$ cat src/rtl/core/wrs_pkg.sv
package wrs_pkg;

  // field widths
  localparam int FUNC_W    = 2;
  localparam int ENTRY_W   = 4;
  localparam int WEIGHT_W  = 16;
  localparam int FRAC_IN_W = 16;
  localparam int CHOSEN_W  = 4;
  localparam int CNT_W     = 5;
  localparam int DAMP_W    = 17;
  localparam int DAMP_FRAC = 16;

  // stream layout
  localparam int S_TDATA_W = 40;
  localparam int M_TDATA_W = 8;

  // datapath widths: item_count is at most 31, so the total of 33-bit
  // scaled weights fits in 38 bits
  localparam int TOT_W   = 38;
  localparam int CHUNK_W = 19;
  localparam int MUL_A_W = 20;
  localparam int MUL_B_W = 17;
  localparam int PROD_W  = MUL_A_W + MUL_B_W;
  localparam int PTOT_W  = TOT_W + FRAC_IN_W;

  localparam logic [DAMP_W-1:0] DAMP_ONE = 17'h10000;
  localparam logic [DAMP_W-1:0] DAMP_MAX = 17'h1ffff;
  localparam logic [PROD_W-1:0] DAMP_RND = PROD_W'(32768);

  // item kinds
  typedef enum logic [FUNC_W-1:0] {
    FUNC_WRITE   = 2'd0,
    FUNC_DRAW    = 2'd1,
    FUNC_RESTART = 2'd2
  } func_e;

  // register indexes
  localparam logic REG_ITEM_COUNT = 1'b0;
  localparam logic REG_PULL       = 1'b1;

  // microprogram steps
  localparam int STEP_W = 4;
  localparam logic [STEP_W-1:0] ST_IDLE      = 4'd0;
  localparam logic [STEP_W-1:0] ST_SUM_MUL   = 4'd1;
  localparam logic [STEP_W-1:0] ST_SUM_ACC   = 4'd2;
  localparam logic [STEP_W-1:0] ST_TGT_LO    = 4'd3;
  localparam logic [STEP_W-1:0] ST_TGT_HI    = 4'd4;
  localparam logic [STEP_W-1:0] ST_TGT_SUM   = 4'd5;
  localparam logic [STEP_W-1:0] ST_SCAN_MUL  = 4'd6;
  localparam logic [STEP_W-1:0] ST_SCAN_ACC  = 4'd7;
  localparam logic [STEP_W-1:0] ST_DECIDE    = 4'd8;
  localparam logic [STEP_W-1:0] ST_MISS_OUT  = 4'd9;
  localparam logic [STEP_W-1:0] ST_MISS_WAIT = 4'd10;
  localparam logic [STEP_W-1:0] ST_HIT_MUL   = 4'd11;
  localparam logic [STEP_W-1:0] ST_HIT_OUT   = 4'd12;
  localparam logic [STEP_W-1:0] ST_HIT_WAIT  = 4'd13;

  typedef enum logic [2:0] {
    MUL_HOLD = 3'd0,
    MUL_WD   = 3'd1,
    MUL_TLO  = 3'd2,
    MUL_THI  = 3'd3,
    MUL_PULL = 3'd4
  } mul_sel_e;

  typedef enum logic [2:0] {
    COND_NEVER     = 3'd0,
    COND_ALWAYS    = 3'd1,
    COND_NO_START  = 3'd2,
    COND_NOT_LAST  = 3'd3,
    COND_SCAN_MORE = 3'd4,
    COND_HIT       = 3'd5,
    COND_OUT_FREE  = 3'd6
  } cond_e;

  typedef struct packed {
    mul_sel_e          mul_sel;
    logic              accept_en;
    logic              idx_clr;
    logic              idx_inc;   // on taken jump only
    logic              tot_clr;
    logic              tot_add;
    logic              save_part;
    logic              tgt_sum;
    logic              acc_clr;
    logic              acc_add;
    logic              emit;      // on taken jump only
    logic              emit_fb;
    cond_e             cond;
    logic [STEP_W-1:0] target;
  } ucode_t;

  typedef struct packed {
    ucode_t uc;
    logic   take;
  } ctl_t;

  typedef struct packed {
    logic start;
    logic last;
    logic scan_more;
    logic hit;
    logic out_free;
  } status_t;

  function automatic ucode_t ucode_rom(logic [STEP_W-1:0] step);
    ucode_t w;
    w = '0;
    w.mul_sel = MUL_HOLD;
    w.cond    = COND_NEVER;
    w.target  = ST_IDLE;
    unique case (step)
      ST_IDLE: begin
        w.accept_en = 1'b1;
        w.idx_clr   = 1'b1;
        w.tot_clr   = 1'b1;
        w.cond      = COND_NO_START;
        w.target    = ST_IDLE;
      end
      ST_SUM_MUL: w.mul_sel = MUL_WD;
      ST_SUM_ACC: begin
        w.tot_add = 1'b1;
        w.idx_inc = 1'b1;
        w.cond    = COND_NOT_LAST;
        w.target  = ST_SUM_MUL;
      end
      ST_TGT_LO: begin
        w.mul_sel = MUL_TLO;
        w.idx_clr = 1'b1;
      end
      ST_TGT_HI: begin
        w.mul_sel   = MUL_THI;
        w.save_part = 1'b1;
      end
      ST_TGT_SUM: begin
        w.tgt_sum = 1'b1;
        w.acc_clr = 1'b1;
      end
      ST_SCAN_MUL: w.mul_sel = MUL_WD;
      ST_SCAN_ACC: begin
        w.acc_add = 1'b1;
        w.idx_inc = 1'b1;
        w.cond    = COND_SCAN_MORE;
        w.target  = ST_SCAN_MUL;
      end
      ST_DECIDE: begin
        w.cond   = COND_HIT;
        w.target = ST_HIT_MUL;
      end
      ST_MISS_OUT: begin
        w.emit    = 1'b1;
        w.emit_fb = 1'b1;
        w.cond    = COND_OUT_FREE;
        w.target  = ST_IDLE;
      end
      ST_MISS_WAIT: begin
        w.cond   = COND_ALWAYS;
        w.target = ST_MISS_OUT;
      end
      ST_HIT_MUL: w.mul_sel = MUL_PULL;
      ST_HIT_OUT: begin
        w.emit   = 1'b1;
        w.cond   = COND_OUT_FREE;
        w.target = ST_IDLE;
      end
      ST_HIT_WAIT: begin
        w.cond   = COND_ALWAYS;
        w.target = ST_HIT_OUT;
      end
      default: begin
        w.cond   = COND_ALWAYS;
        w.target = ST_IDLE;
      end
    endcase
    return w;
  endfunction

endpackage

$ cat src/rtl/core/wrs_regs.sv
module wrs_regs (
  input  logic                        clk_i,
  input  logic                        rst_ni,
  input  logic                        psel,
  input  logic                        penable,
  input  logic                        pwrite,
  input  logic                        reg_sel_i,
  input  logic [31:0]                 pwdata,
  output logic [31:0]                 prdata,
  output logic [wrs_pkg::CNT_W-1:0]   item_count_o,
  output logic [wrs_pkg::DAMP_W-1:0]  pull_factor_o
);
  import wrs_pkg::*;

  logic              wr_en;
  logic [CNT_W-1:0]  item_count_q;
  logic [DAMP_W-1:0] pull_q;

  assign wr_en = psel && penable && pwrite;

  always_ff @(posedge clk_i or negedge rst_ni) begin
    if (!rst_ni) begin
      item_count_q <= CNT_W'(16);
      pull_q       <= DAMP_ONE;
    end else if (wr_en) begin
      if (reg_sel_i == REG_ITEM_COUNT) begin
        item_count_q <= pwdata[CNT_W-1:0];
      end else begin
        pull_q <= pwdata[DAMP_W-1:0];
      end
    end
  end

  always_comb begin
    unique case (reg_sel_i)
      REG_ITEM_COUNT: prdata = 32'(item_count_q);
      REG_PULL:       prdata = 32'(pull_q);
    endcase
  end

  assign item_count_o  = item_count_q;
  assign pull_factor_o = pull_q;

endmodule

$ cat src/rtl/core/wrs_seq.sv
module wrs_seq (
  input  logic              clk_i,
  input  logic              rst_ni,
  input  wrs_pkg::status_t  status_i,
  output wrs_pkg::ctl_t     ctl_o
);
  import wrs_pkg::*;

  logic [STEP_W-1:0] step_q, step_d;
  ucode_t            uc;
  logic              take;

  always_comb begin
    uc = ucode_rom(step_q);
    unique case (uc.cond)
      COND_NEVER:     take = 1'b0;
      COND_ALWAYS:    take = 1'b1;
      COND_NO_START:  take = !status_i.start;
      COND_NOT_LAST:  take = !status_i.last;
      COND_SCAN_MORE: take = status_i.scan_more;
      COND_HIT:       take = status_i.hit;
      COND_OUT_FREE:  take = status_i.out_free;
      default:        take = 1'b0;
    endcase
    step_d = take ? uc.target : step_q + STEP_W'(1);
  end

  always_ff @(posedge clk_i or negedge rst_ni) begin
    if (!rst_ni) begin
      step_q <= ST_IDLE;
    end else begin
      step_q <= step_d;
    end
  end

  assign ctl_o.uc   = uc;
  assign ctl_o.take = take;

endmodule

$ cat src/rtl/core/wrs_dp.sv
module wrs_dp #(
  parameter int MAX_ITEMS     = 16,
  parameter int FRACTION_BITS = 16
) (
  input  logic                          clk_i,
  input  logic                          rst_ni,
  input  wrs_pkg::ctl_t                 ctl_i,
  output wrs_pkg::status_t              status_o,
  input  logic [wrs_pkg::CNT_W-1:0]     item_count_i,
  input  logic [wrs_pkg::DAMP_W-1:0]    pull_factor_i,
  input  logic                          s_tvalid_i,
  input  logic [wrs_pkg::FUNC_W-1:0]    func_i,
  input  logic [wrs_pkg::ENTRY_W-1:0]   entry_index_i,
  input  logic [wrs_pkg::WEIGHT_W-1:0]  weight_value_i,
  input  logic [wrs_pkg::FRAC_IN_W-1:0] random_fraction_i,
  input  logic                          m_tready_i,
  output logic                          m_tvalid_o,
  output logic [wrs_pkg::CHOSEN_W-1:0]  chosen_index_o,
  output logic                          by_fallback_o
);
  import wrs_pkg::*;

  localparam int IDX_W = $clog2(MAX_ITEMS);

  logic                 accept, start, wr_en, restart;
  logic [IDX_W-1:0]     wr_addr, last_idx;
  logic [IDX_W-1:0]     idx_q, idx_d;

  logic [WEIGHT_W-1:0]  wmem [MAX_ITEMS];
  logic [DAMP_W-1:0]    dmem [MAX_ITEMS];
  logic [MAX_ITEMS-1:0] dval_q;
  logic [WEIGHT_W-1:0]  w_rd_q;
  logic [DAMP_W-1:0]    dm_rd_q;
  logic                 dv_rd_q;
  logic [DAMP_W-1:0]    d_rd;

  logic [FRAC_IN_W-1:0] r_q;
  logic [MUL_A_W-1:0]   mul_a;
  logic [MUL_B_W-1:0]   mul_b;
  logic [PROD_W-1:0]    mul_res;
  logic [PROD_W-1:0]    prod_q, part_q;
  logic [TOT_W-1:0]     total_q, acc_q, acc_new;
  logic [PTOT_W-1:0]    ptot_q;
  logic                 hit_now, hit_q;

  logic [PROD_W-1:0]    rnd;
  logic [PROD_W-DAMP_FRAC-1:0] dmp_sh;
  logic [DAMP_W-1:0]    dmp_new;
  logic                 emit_now, dmp_wr;

  logic                 out_valid_q;
  logic [CHOSEN_W-1:0]  out_idx_q;
  logic                 out_fb_q;

  assign accept  = s_tvalid_i && ctl_i.uc.accept_en;
  assign start   = accept && (func_i == FUNC_DRAW);
  assign restart = accept && (func_i == FUNC_RESTART);
  assign wr_en   = accept && (func_i == FUNC_WRITE) && (32'(entry_index_i) < MAX_ITEMS);
  assign wr_addr = IDX_W'(entry_index_i);

  // clamp item_count into 1..MAX_ITEMS
  always_comb begin
    priority if (item_count_i == '0) begin
      last_idx = '0;
    end else if (32'(item_count_i) > MAX_ITEMS) begin
      last_idx = IDX_W'(MAX_ITEMS - 1);
    end else begin
      last_idx = IDX_W'(item_count_i - CNT_W'(1));
    end
  end

  always_comb begin
    idx_d = idx_q;
    if (ctl_i.uc.idx_clr) begin
      idx_d = '0;
    end else if (ctl_i.uc.idx_inc && ctl_i.take) begin
      idx_d = idx_q + IDX_W'(1);
    end
  end

  // stores, read every cycle at the next index
  always_ff @(posedge clk_i) begin
    if (wr_en) begin
      wmem[wr_addr] <= weight_value_i;
    end
    w_rd_q <= wmem[idx_d];
  end

  always_ff @(posedge clk_i) begin
    if (dmp_wr) begin
      dmem[idx_q] <= dmp_new;
    end
    dm_rd_q <= dmem[idx_d];
  end

  // an entry without its valid bit reads as 1.0
  always_ff @(posedge clk_i or negedge rst_ni) begin
    if (!rst_ni) begin
      dval_q  <= '0;
      dv_rd_q <= 1'b0;
    end else begin
      if (restart) begin
        dval_q <= '0;
      end else if (dmp_wr) begin
        dval_q[idx_q] <= 1'b1;
      end
      dv_rd_q <= dval_q[idx_d];
    end
  end

  assign d_rd = dv_rd_q ? dm_rd_q : DAMP_ONE;

  // shared multiplier
  always_comb begin
    unique case (ctl_i.uc.mul_sel)
      MUL_WD: begin
        mul_a = MUL_A_W'(w_rd_q);
        mul_b = d_rd;
      end
      MUL_TLO: begin
        mul_a = MUL_A_W'(total_q[CHUNK_W-1:0]);
        mul_b = MUL_B_W'(r_q);
      end
      MUL_THI: begin
        mul_a = MUL_A_W'(total_q[TOT_W-1:CHUNK_W]);
        mul_b = MUL_B_W'(r_q);
      end
      MUL_PULL: begin
        mul_a = MUL_A_W'(d_rd);
        mul_b = pull_factor_i;
      end
      default: begin
        mul_a = '0;
        mul_b = '0;
      end
    endcase
  end

  assign mul_res = mul_a * mul_b;

  assign acc_new = acc_q + TOT_W'(prod_q);
  assign hit_now = PTOT_W'(acc_new) > (ptot_q >> FRACTION_BITS);

  always_ff @(posedge clk_i) begin
    if (start) begin
      r_q <= random_fraction_i;
    end
    if (ctl_i.uc.mul_sel != MUL_HOLD) begin
      prod_q <= mul_res;
    end
    if (ctl_i.uc.save_part) begin
      part_q <= prod_q;
    end
    if (ctl_i.uc.tgt_sum) begin
      ptot_q <= PTOT_W'(part_q) + (PTOT_W'(prod_q) << CHUNK_W);
    end
    if (ctl_i.uc.tot_clr) begin
      total_q <= '0;
    end else if (ctl_i.uc.tot_add) begin
      total_q <= total_q + TOT_W'(prod_q);
    end
    if (ctl_i.uc.acc_clr) begin
      acc_q <= '0;
    end else if (ctl_i.uc.acc_add) begin
      acc_q <= acc_new;
      hit_q <= hit_now;
    end
  end

  always_ff @(posedge clk_i or negedge rst_ni) begin
    if (!rst_ni) begin
      idx_q <= '0;
    end else begin
      idx_q <= idx_d;
    end
  end

  // damping update: round half up, saturate
  assign rnd     = prod_q + DAMP_RND;
  assign dmp_sh  = rnd[PROD_W-1:DAMP_FRAC];
  assign dmp_new = (|dmp_sh[PROD_W-DAMP_FRAC-1:DAMP_W]) ? DAMP_MAX : dmp_sh[DAMP_W-1:0];

  assign emit_now = ctl_i.uc.emit && ctl_i.take;
  assign dmp_wr   = emit_now && !ctl_i.uc.emit_fb;

  always_ff @(posedge clk_i or negedge rst_ni) begin
    if (!rst_ni) begin
      out_valid_q <= 1'b0;
    end else if (emit_now) begin
      out_valid_q <= 1'b1;
    end else if (m_tready_i) begin
      out_valid_q <= 1'b0;
    end
  end

  always_ff @(posedge clk_i) begin
    if (emit_now) begin
      out_idx_q <= CHOSEN_W'(idx_q);
      out_fb_q  <= ctl_i.uc.emit_fb;
    end
  end

  assign status_o.start     = start;
  assign status_o.last      = (idx_q == last_idx);
  assign status_o.scan_more = !hit_now && (idx_q != last_idx);
  assign status_o.hit       = hit_q;
  assign status_o.out_free  = !out_valid_q || m_tready_i;

  assign m_tvalid_o     = out_valid_q;
  assign chosen_index_o = out_idx_q;
  assign by_fallback_o  = out_fb_q;

endmodule

$ cat src/rtl/core/weighted_random_selector.sv
// Draw: two passes of two steps per entry through one shared 20x17 multiplier.
// Write and restart words are taken in the idle step without leaving it.
// One item in flight; a finished result waits in the output register while
// the next word is taken. Reset: damping factors 1.0, item_count 16,
// pull_factor 1.0, output empty; weights are undefined until written.
module weighted_random_selector #(
  parameter int MAX_ITEMS     = 16,
  parameter int FRACTION_BITS = 16
) (
  input  logic                            clk_i,
  input  logic                            rst_ni,
  input  logic                            s_tvalid,
  output logic                            s_tready,
  // entry_index[3:0], weight_value[19:4], random_fraction[35:20], zero pad
  input  logic [wrs_pkg::S_TDATA_W-1:0]   s_tdata,
  // func[1:0]
  input  logic [wrs_pkg::FUNC_W-1:0]      s_tuser,
  output logic                            m_tvalid,
  input  logic                            m_tready,
  // chosen_index[3:0], zero pad
  output logic [wrs_pkg::M_TDATA_W-1:0]   m_tdata,
  // by_fallback[0]
  output logic [0:0]                      m_tuser,
  input  logic                            psel,
  input  logic                            penable,
  input  logic                            pwrite,
  input  logic [2:0]                      paddr,
  input  logic [31:0]                     pwdata,
  output logic [31:0]                     prdata,
  output logic                            pready
);
  import wrs_pkg::*;

  ctl_t                  ctl;
  status_t               status;
  logic [CNT_W-1:0]      item_count;
  logic [DAMP_W-1:0]     pull_factor;
  logic [CHOSEN_W-1:0]   chosen_index;
  logic                  by_fallback;

  assign pready = 1'b1;

  wrs_regs u_regs (
    .clk_i         (clk_i),
    .rst_ni        (rst_ni),
    .psel          (psel),
    .penable       (penable),
    .pwrite        (pwrite),
    .reg_sel_i     (paddr[2]),
    .pwdata        (pwdata),
    .prdata        (prdata),
    .item_count_o  (item_count),
    .pull_factor_o (pull_factor)
  );

  wrs_seq u_seq (
    .clk_i    (clk_i),
    .rst_ni   (rst_ni),
    .status_i (status),
    .ctl_o    (ctl)
  );

  wrs_dp #(
    .MAX_ITEMS     (MAX_ITEMS),
    .FRACTION_BITS (FRACTION_BITS)
  ) u_dp (
    .clk_i             (clk_i),
    .rst_ni            (rst_ni),
    .ctl_i             (ctl),
    .status_o          (status),
    .item_count_i      (item_count),
    .pull_factor_i     (pull_factor),
    .s_tvalid_i        (s_tvalid),
    .func_i            (s_tuser),
    .entry_index_i     (s_tdata[3:0]),
    .weight_value_i    (s_tdata[19:4]),
    .random_fraction_i (s_tdata[35:20]),
    .m_tready_i        (m_tready),
    .m_tvalid_o        (m_tvalid),
    .chosen_index_o    (chosen_index),
    .by_fallback_o     (by_fallback)
  );

  assign s_tready   = ctl.uc.accept_en;
  assign m_tdata    = M_TDATA_W'(chosen_index);
  assign m_tuser[0] = by_fallback;

endmodule

$ cat config.mk
export PLATFORM = sky130hd
export DESIGN_NAME = weighted_random_selector
export DESIGN_NICKNAME = d
export VERILOG_FILES = /design/src/rtl/core/wrs_pkg.sv /design/src/rtl/core/wrs_regs.sv /design/src/rtl/core/wrs_seq.sv /design/src/rtl/core/wrs_dp.sv /design/src/rtl/core/weighted_random_selector.sv
export SDC_FILE = /design/constraint.sdc
export NUM_CORES = 2
export LEC_CHECK = 0
export ABC_CLOCK_PERIOD_IN_PS = 9800
export CAP_MARGIN = 0
export CORE_UTILIZATION = 40
export DETAILED_ROUTE_END_ITERATION = 8
export DONT_BUFFER_PORTS = 1
export GPL_ROUTABILITY_DRIVEN = 0
export PLACE_DENSITY = 0.56
export SLEW_MARGIN = 20
export SYNTH_ARGS = -nofsm -noshare
export SYNTH_HDL_FRONTEND = slang
export SYNTH_HIERARCHICAL = 1
export SYNTH_SLANG_ARGS = --single-unit
$ cat constraint.sdc
create_clock -name clk_i -period 9.8 [get_ports clk_i]
set_input_delay 1.47 -clock clk_i [delete_from_list [all_inputs] [get_ports clk_i]]
set_output_delay 1.47 -clock clk_i [all_outputs]
set_load 0.01 [all_outputs]
==> results.txt <==
number of filler instances in the final layout: 11253
GRT Total Usage: 0.228
number of enable flip-flop cells after synthesis: 646
final WL: 141000 µm
total gr overflow: 0
Setup-failing EPs final: 0
I/O Buffers: 0
Hold EP: u_dp/ptot_q[18]
worst-case reg-to-reg path depth: 26
Static Leakage: 0.0219 µW
sequential share of power: 0.403
number of antenna violations at the first check in global routing: 11
arrival time at the worst endpoint: 9.63 ns
highest signal layer in the routed design: met5
number of distinct library cells after synthesis: 101
setup repair after global routing missed its margin: no
Net Sw Power: 3660 µW
clock share of power: 0.322
max_cap viols: 0
chip height: 352 µm
placed cell area: 51100 µm²
area of all placed cells without fillers: 54100 µm²
share of final-layout standard cells stronger than drive strength 1: 0.0832
number of instances in the synthesized netlist: 4682
signed area change from the synthesized netlist to the final layout: 10.5%
proportion of register bits with asynchronous set or reset after synthesis: 0.0598
nets@finish: 5241
placement row count: 127
worst reg2reg path endpoint: u_dp/prod_q[33]
clock tree from TritonCTS: done
most used cells in the layout excluding fill and tap cells: sky130_fd_sc_hd__nand2_1 (864), sky130_fd_sc_hd__edfxtp_1 (646), sky130_fd_sc_hd__inv_1 (403)
Setup Skew: 0.0620 ns
Netlist Area Pre-Place: 48900 µm²
clock transition at the registers of the reported paths: 0.06 ns
worst vdd ir: 0.142 mV
clock tree buffer depth: 3
critical path startpoint category: flop
Top cell by count, worst path: sky130_fd_sc_hd__fa_1
top-level port count: 128
area of the die: 124000 µm²
starting density of the core: 0.406
detailed-placement wirelength estimate: 95700 µm
hold-fix buffers at CTS: 0
result of the run: finished, final reports clean
Sink Count: 803
routed length per instance: 22.2 µm
maximum fanout along the worst path: 15
Final Cycle Share: 0.943
summed negative setup slack over all endpoints: 0 ns
Overall Power: 10600 µW
global-route wire length before repair: 212000 µm
Placed Cells incl. Taps: 6165
yosys synthesis warning count: 6
Cell Int Power: 6960 µW
worst min-delay path category: reg -> reg
die boundary width: 352 µm
post-CTS setup buffer count: 0
FF-to-FF setup slack: 0.56 ns
CP Data Required Time: 10.19 ns
first-pass iteration count of the detailed router: 5
CP delay by family, top: adder cells
worst setup path category: reg -> reg
initial detailed-routing violation count: 2983
root buf cell: sky130_fd_sc_hd__clkbuf_16
startpoint of the worst-slack reg-to-reg timing path: u_seq/step_q[0]
Fmax achieved: 108 MHz
vias post-DR: 34836
maximum number of pins on one net before global-route repair: 156
drt via density: 5.50
cell type of the slowest stage on the worst timing path: sky130_fd_sc_hd__o21ai_0
routed metal-1 wirelength: 62900 µm
total buffers and inverters traversed by the critical path: 4
Hold Crit Depth: 0
post-synthesis area per instance: 10.5 µm²
met3 WL post-DR: 9730 µm
number of storage elements in the synthesis netlist: 803
Switching Fraction: 0.345
number of slew-limit violations in the final report: 0
portion of total power attributed to combinational logic: 0.275
length of routed met2 wiring: 63700 µm
final non-filler cell total: 6339
worst-case headroom to the max-slew limit: 0.280
hold path start: u_dp/part_q[18]
Detail Route Antenna Nets: 0
delay contributed by the slowest stage of the critical path: 0.87 ns
placeable core area: 121000 µm²
slew at the pin with the worst max-slew slack: 1.07 ns
cts repair resizes: 0
element type at the critical path end: flop
Final Hold Fails: 0
vias in the first global route: 33733
worst hold slack: 0.419 ns
power per standard cell area: 196 nW/µm²
part of the Yosys area used for sequential elements: 0.466
maximum level of the CTS H-tree: 3
predominant post-synthesis flop cell: sky130_fd_sc_hd__edfxtp_1
final critical delay including setup and external delays: 9.24 ns
most common cell after layout, fill and taps aside: sky130_fd_sc_hd__nand2_1
insertion delay of the later-clocked pin in the worst-skew pair: 0.70 ns
DRC violations left: 0
TritonCTS buffer count: 90
-- cells by family after synthesis --
logic type / count (synthesis) / synth area share
AND/OR/NAND/NOR: 1672 / 0.151
flip-flops: 803 / 0.466
AO/OA/AOI/OAI: 778 / 0.110
buffers and inverters: 670 / 0.0542
adder cells (fa/ha/maj): 512 / 0.170
XOR/XNOR: 139 / 0.0249
multiplexers: 104 / 0.0236
other: 4 / 0.000307
-- synth_stat cells (7+ instances only) --
cell type / number / share of area
sky130_fd_sc_hd__a211oi_1: 19 / 0.0029
sky130_fd_sc_hd__a21boi_0: 7 / 0.0011
sky130_fd_sc_hd__a21o_1: 84 / 0.013
sky130_fd_sc_hd__a21oi_1: 186 / 0.019
sky130_fd_sc_hd__a22oi_1: 17 / 0.0026
sky130_fd_sc_hd__a311oi_1: 107 / 0.019
sky130_fd_sc_hd__a31oi_1: 58 / 0.0074
sky130_fd_sc_hd__a32oi_1: 16 / 0.0029
sky130_fd_sc_hd__and2_1: 46 / 0.0059
sky130_fd_sc_hd__and3_1: 86 / 0.011
sky130_fd_sc_hd__buf_1: 19 / 0.0015
sky130_fd_sc_hd__buf_2: 14 / 0.0014
sky130_fd_sc_hd__buf_4: 26 / 0.0040
sky130_fd_sc_hd__clkbuf_1: 200 / 0.015
sky130_fd_sc_hd__dfrtp_1: 46 / 0.024
sky130_fd_sc_hd__dfxtp_1: 109 / 0.045
sky130_fd_sc_hd__edfxtp_1: 646 / 0.40
sky130_fd_sc_hd__fa_1: 258 / 0.11
sky130_fd_sc_hd__ha_1: 254 / 0.065
sky130_fd_sc_hd__inv_1: 406 / 0.031
sky130_fd_sc_hd__mux2_2: 33 / 0.0076
sky130_fd_sc_hd__mux2_4: 15 / 0.0046
sky130_fd_sc_hd__mux2i_1: 56 / 0.011
sky130_fd_sc_hd__nand2_1: 864 / 0.066
sky130_fd_sc_hd__nand2b_1: 36 / 0.0046
sky130_fd_sc_hd__nand3_1: 197 / 0.020
sky130_fd_sc_hd__nand4_1: 25 / 0.0032
sky130_fd_sc_hd__nor2_1: 293 / 0.022
sky130_fd_sc_hd__nor2b_1: 25 / 0.0032
sky130_fd_sc_hd__nor3_1: 36 / 0.0037
sky130_fd_sc_hd__nor3b_1: 9 / 0.0014
sky130_fd_sc_hd__o211ai_1: 14 / 0.0021
sky130_fd_sc_hd__o21a_1: 50 / 0.0077
sky130_fd_sc_hd__o21ai_0: 87 / 0.0089
sky130_fd_sc_hd__o21ai_1: 27 / 0.0028
sky130_fd_sc_hd__o21bai_1: 22 / 0.0034
sky130_fd_sc_hd__o31ai_1: 8 / 0.0012
sky130_fd_sc_hd__or3_1: 12 / 0.0015
sky130_fd_sc_hd__xnor2_1: 91 / 0.016
sky130_fd_sc_hd__xor2_1: 48 / 0.0086
-- per-layer routing --
layer,track usage,vias to the layer above
li1,-,16171
met4,0.0697,4
met5,0,-
met3,0.0428,233
met2,0.358,1058
met1,0.317,17370
-- through the flow --
stage	util	setup slack (ns)
finish	0.449	0.561
global route	0.449	0.0694
CTS	0.448	0.689
detailed placement	0.423	0.705
global placement	0.423	0.767
floorplan	-	1.51
-- sequential cells by signal (all words and copies together) (netlist names) --
register / flops
u_dp/acc_q: 38
u_dp/by_fallback_o: 1
u_dp/chosen_index_o: 4
u_dp/dm_rd_q: 17
u_dp/dmem: 272
u_dp/dv_rd_q: 1
u_dp/dval_q: 16
u_dp/hit_q: 1
u_dp/idx_q: 4
u_dp/m_tvalid_o: 1
u_dp/part_q: 21
u_dp/prod_q: 37
u_dp/ptot_q: 38
u_dp/r_q: 16
u_dp/total_q: 38
u_dp/w_rd_q: 16
u_dp/wmem: 256
u_regs/item_count_o: 5
u_regs/pull_factor_o: 17
u_seq/step_q: 4
-- power by group through the flow --
stage	Clock [µW]	Sequential (µW)	Combinational (µW)
after floorplan	0	4170	2000
after global placement	0	4350	2860
after detailed placement	0	4350	2880
after CTS	3480	4280	2900
after global routing	3610	4290	3200
final	3420	4280	2920
-- layout make-up --
| class | instances | area, µm² | area share |
|---|---|---|---|
| multi-input combinational | 3228 | 23800 | 0.439 |
| sequential | 803 | 22800 | 0.421 |
| clock buffer | 119 | 2450 | 0.0453 |
| tap | 1612 | 2020 | 0.0373 |
| inverter | 407 | 1540 | 0.0284 |
| timing repair buffer | 115 | 951 | 0.0176 |
| clock inverter | 50 | 584 | 0.0108 |
| antenna | 5 | 12.5 | 0.000231 |
-- how the worst max path moves through the flow --
stage	cells after the start	startpoint	end
2_1_floorplan	31	u_seq/step_q[0]	u_dp/prod_q[31]
3_3_place_gp	26	u_seq/step_q[0]	u_dp/prod_q[33]
3_5_place_dp	26	u_seq/step_q[0]	u_dp/prod_q[33]
4_1_cts	26	u_seq/step_q[0]	u_dp/prod_q[33]
5_1_grt	26	u_seq/step_q[0]	u_dp/prod_q[33]
6_report	26	u_seq/step_q[0]	u_dp/prod_q[33]
Note: power is estimated with default switching activity, not from simulation.
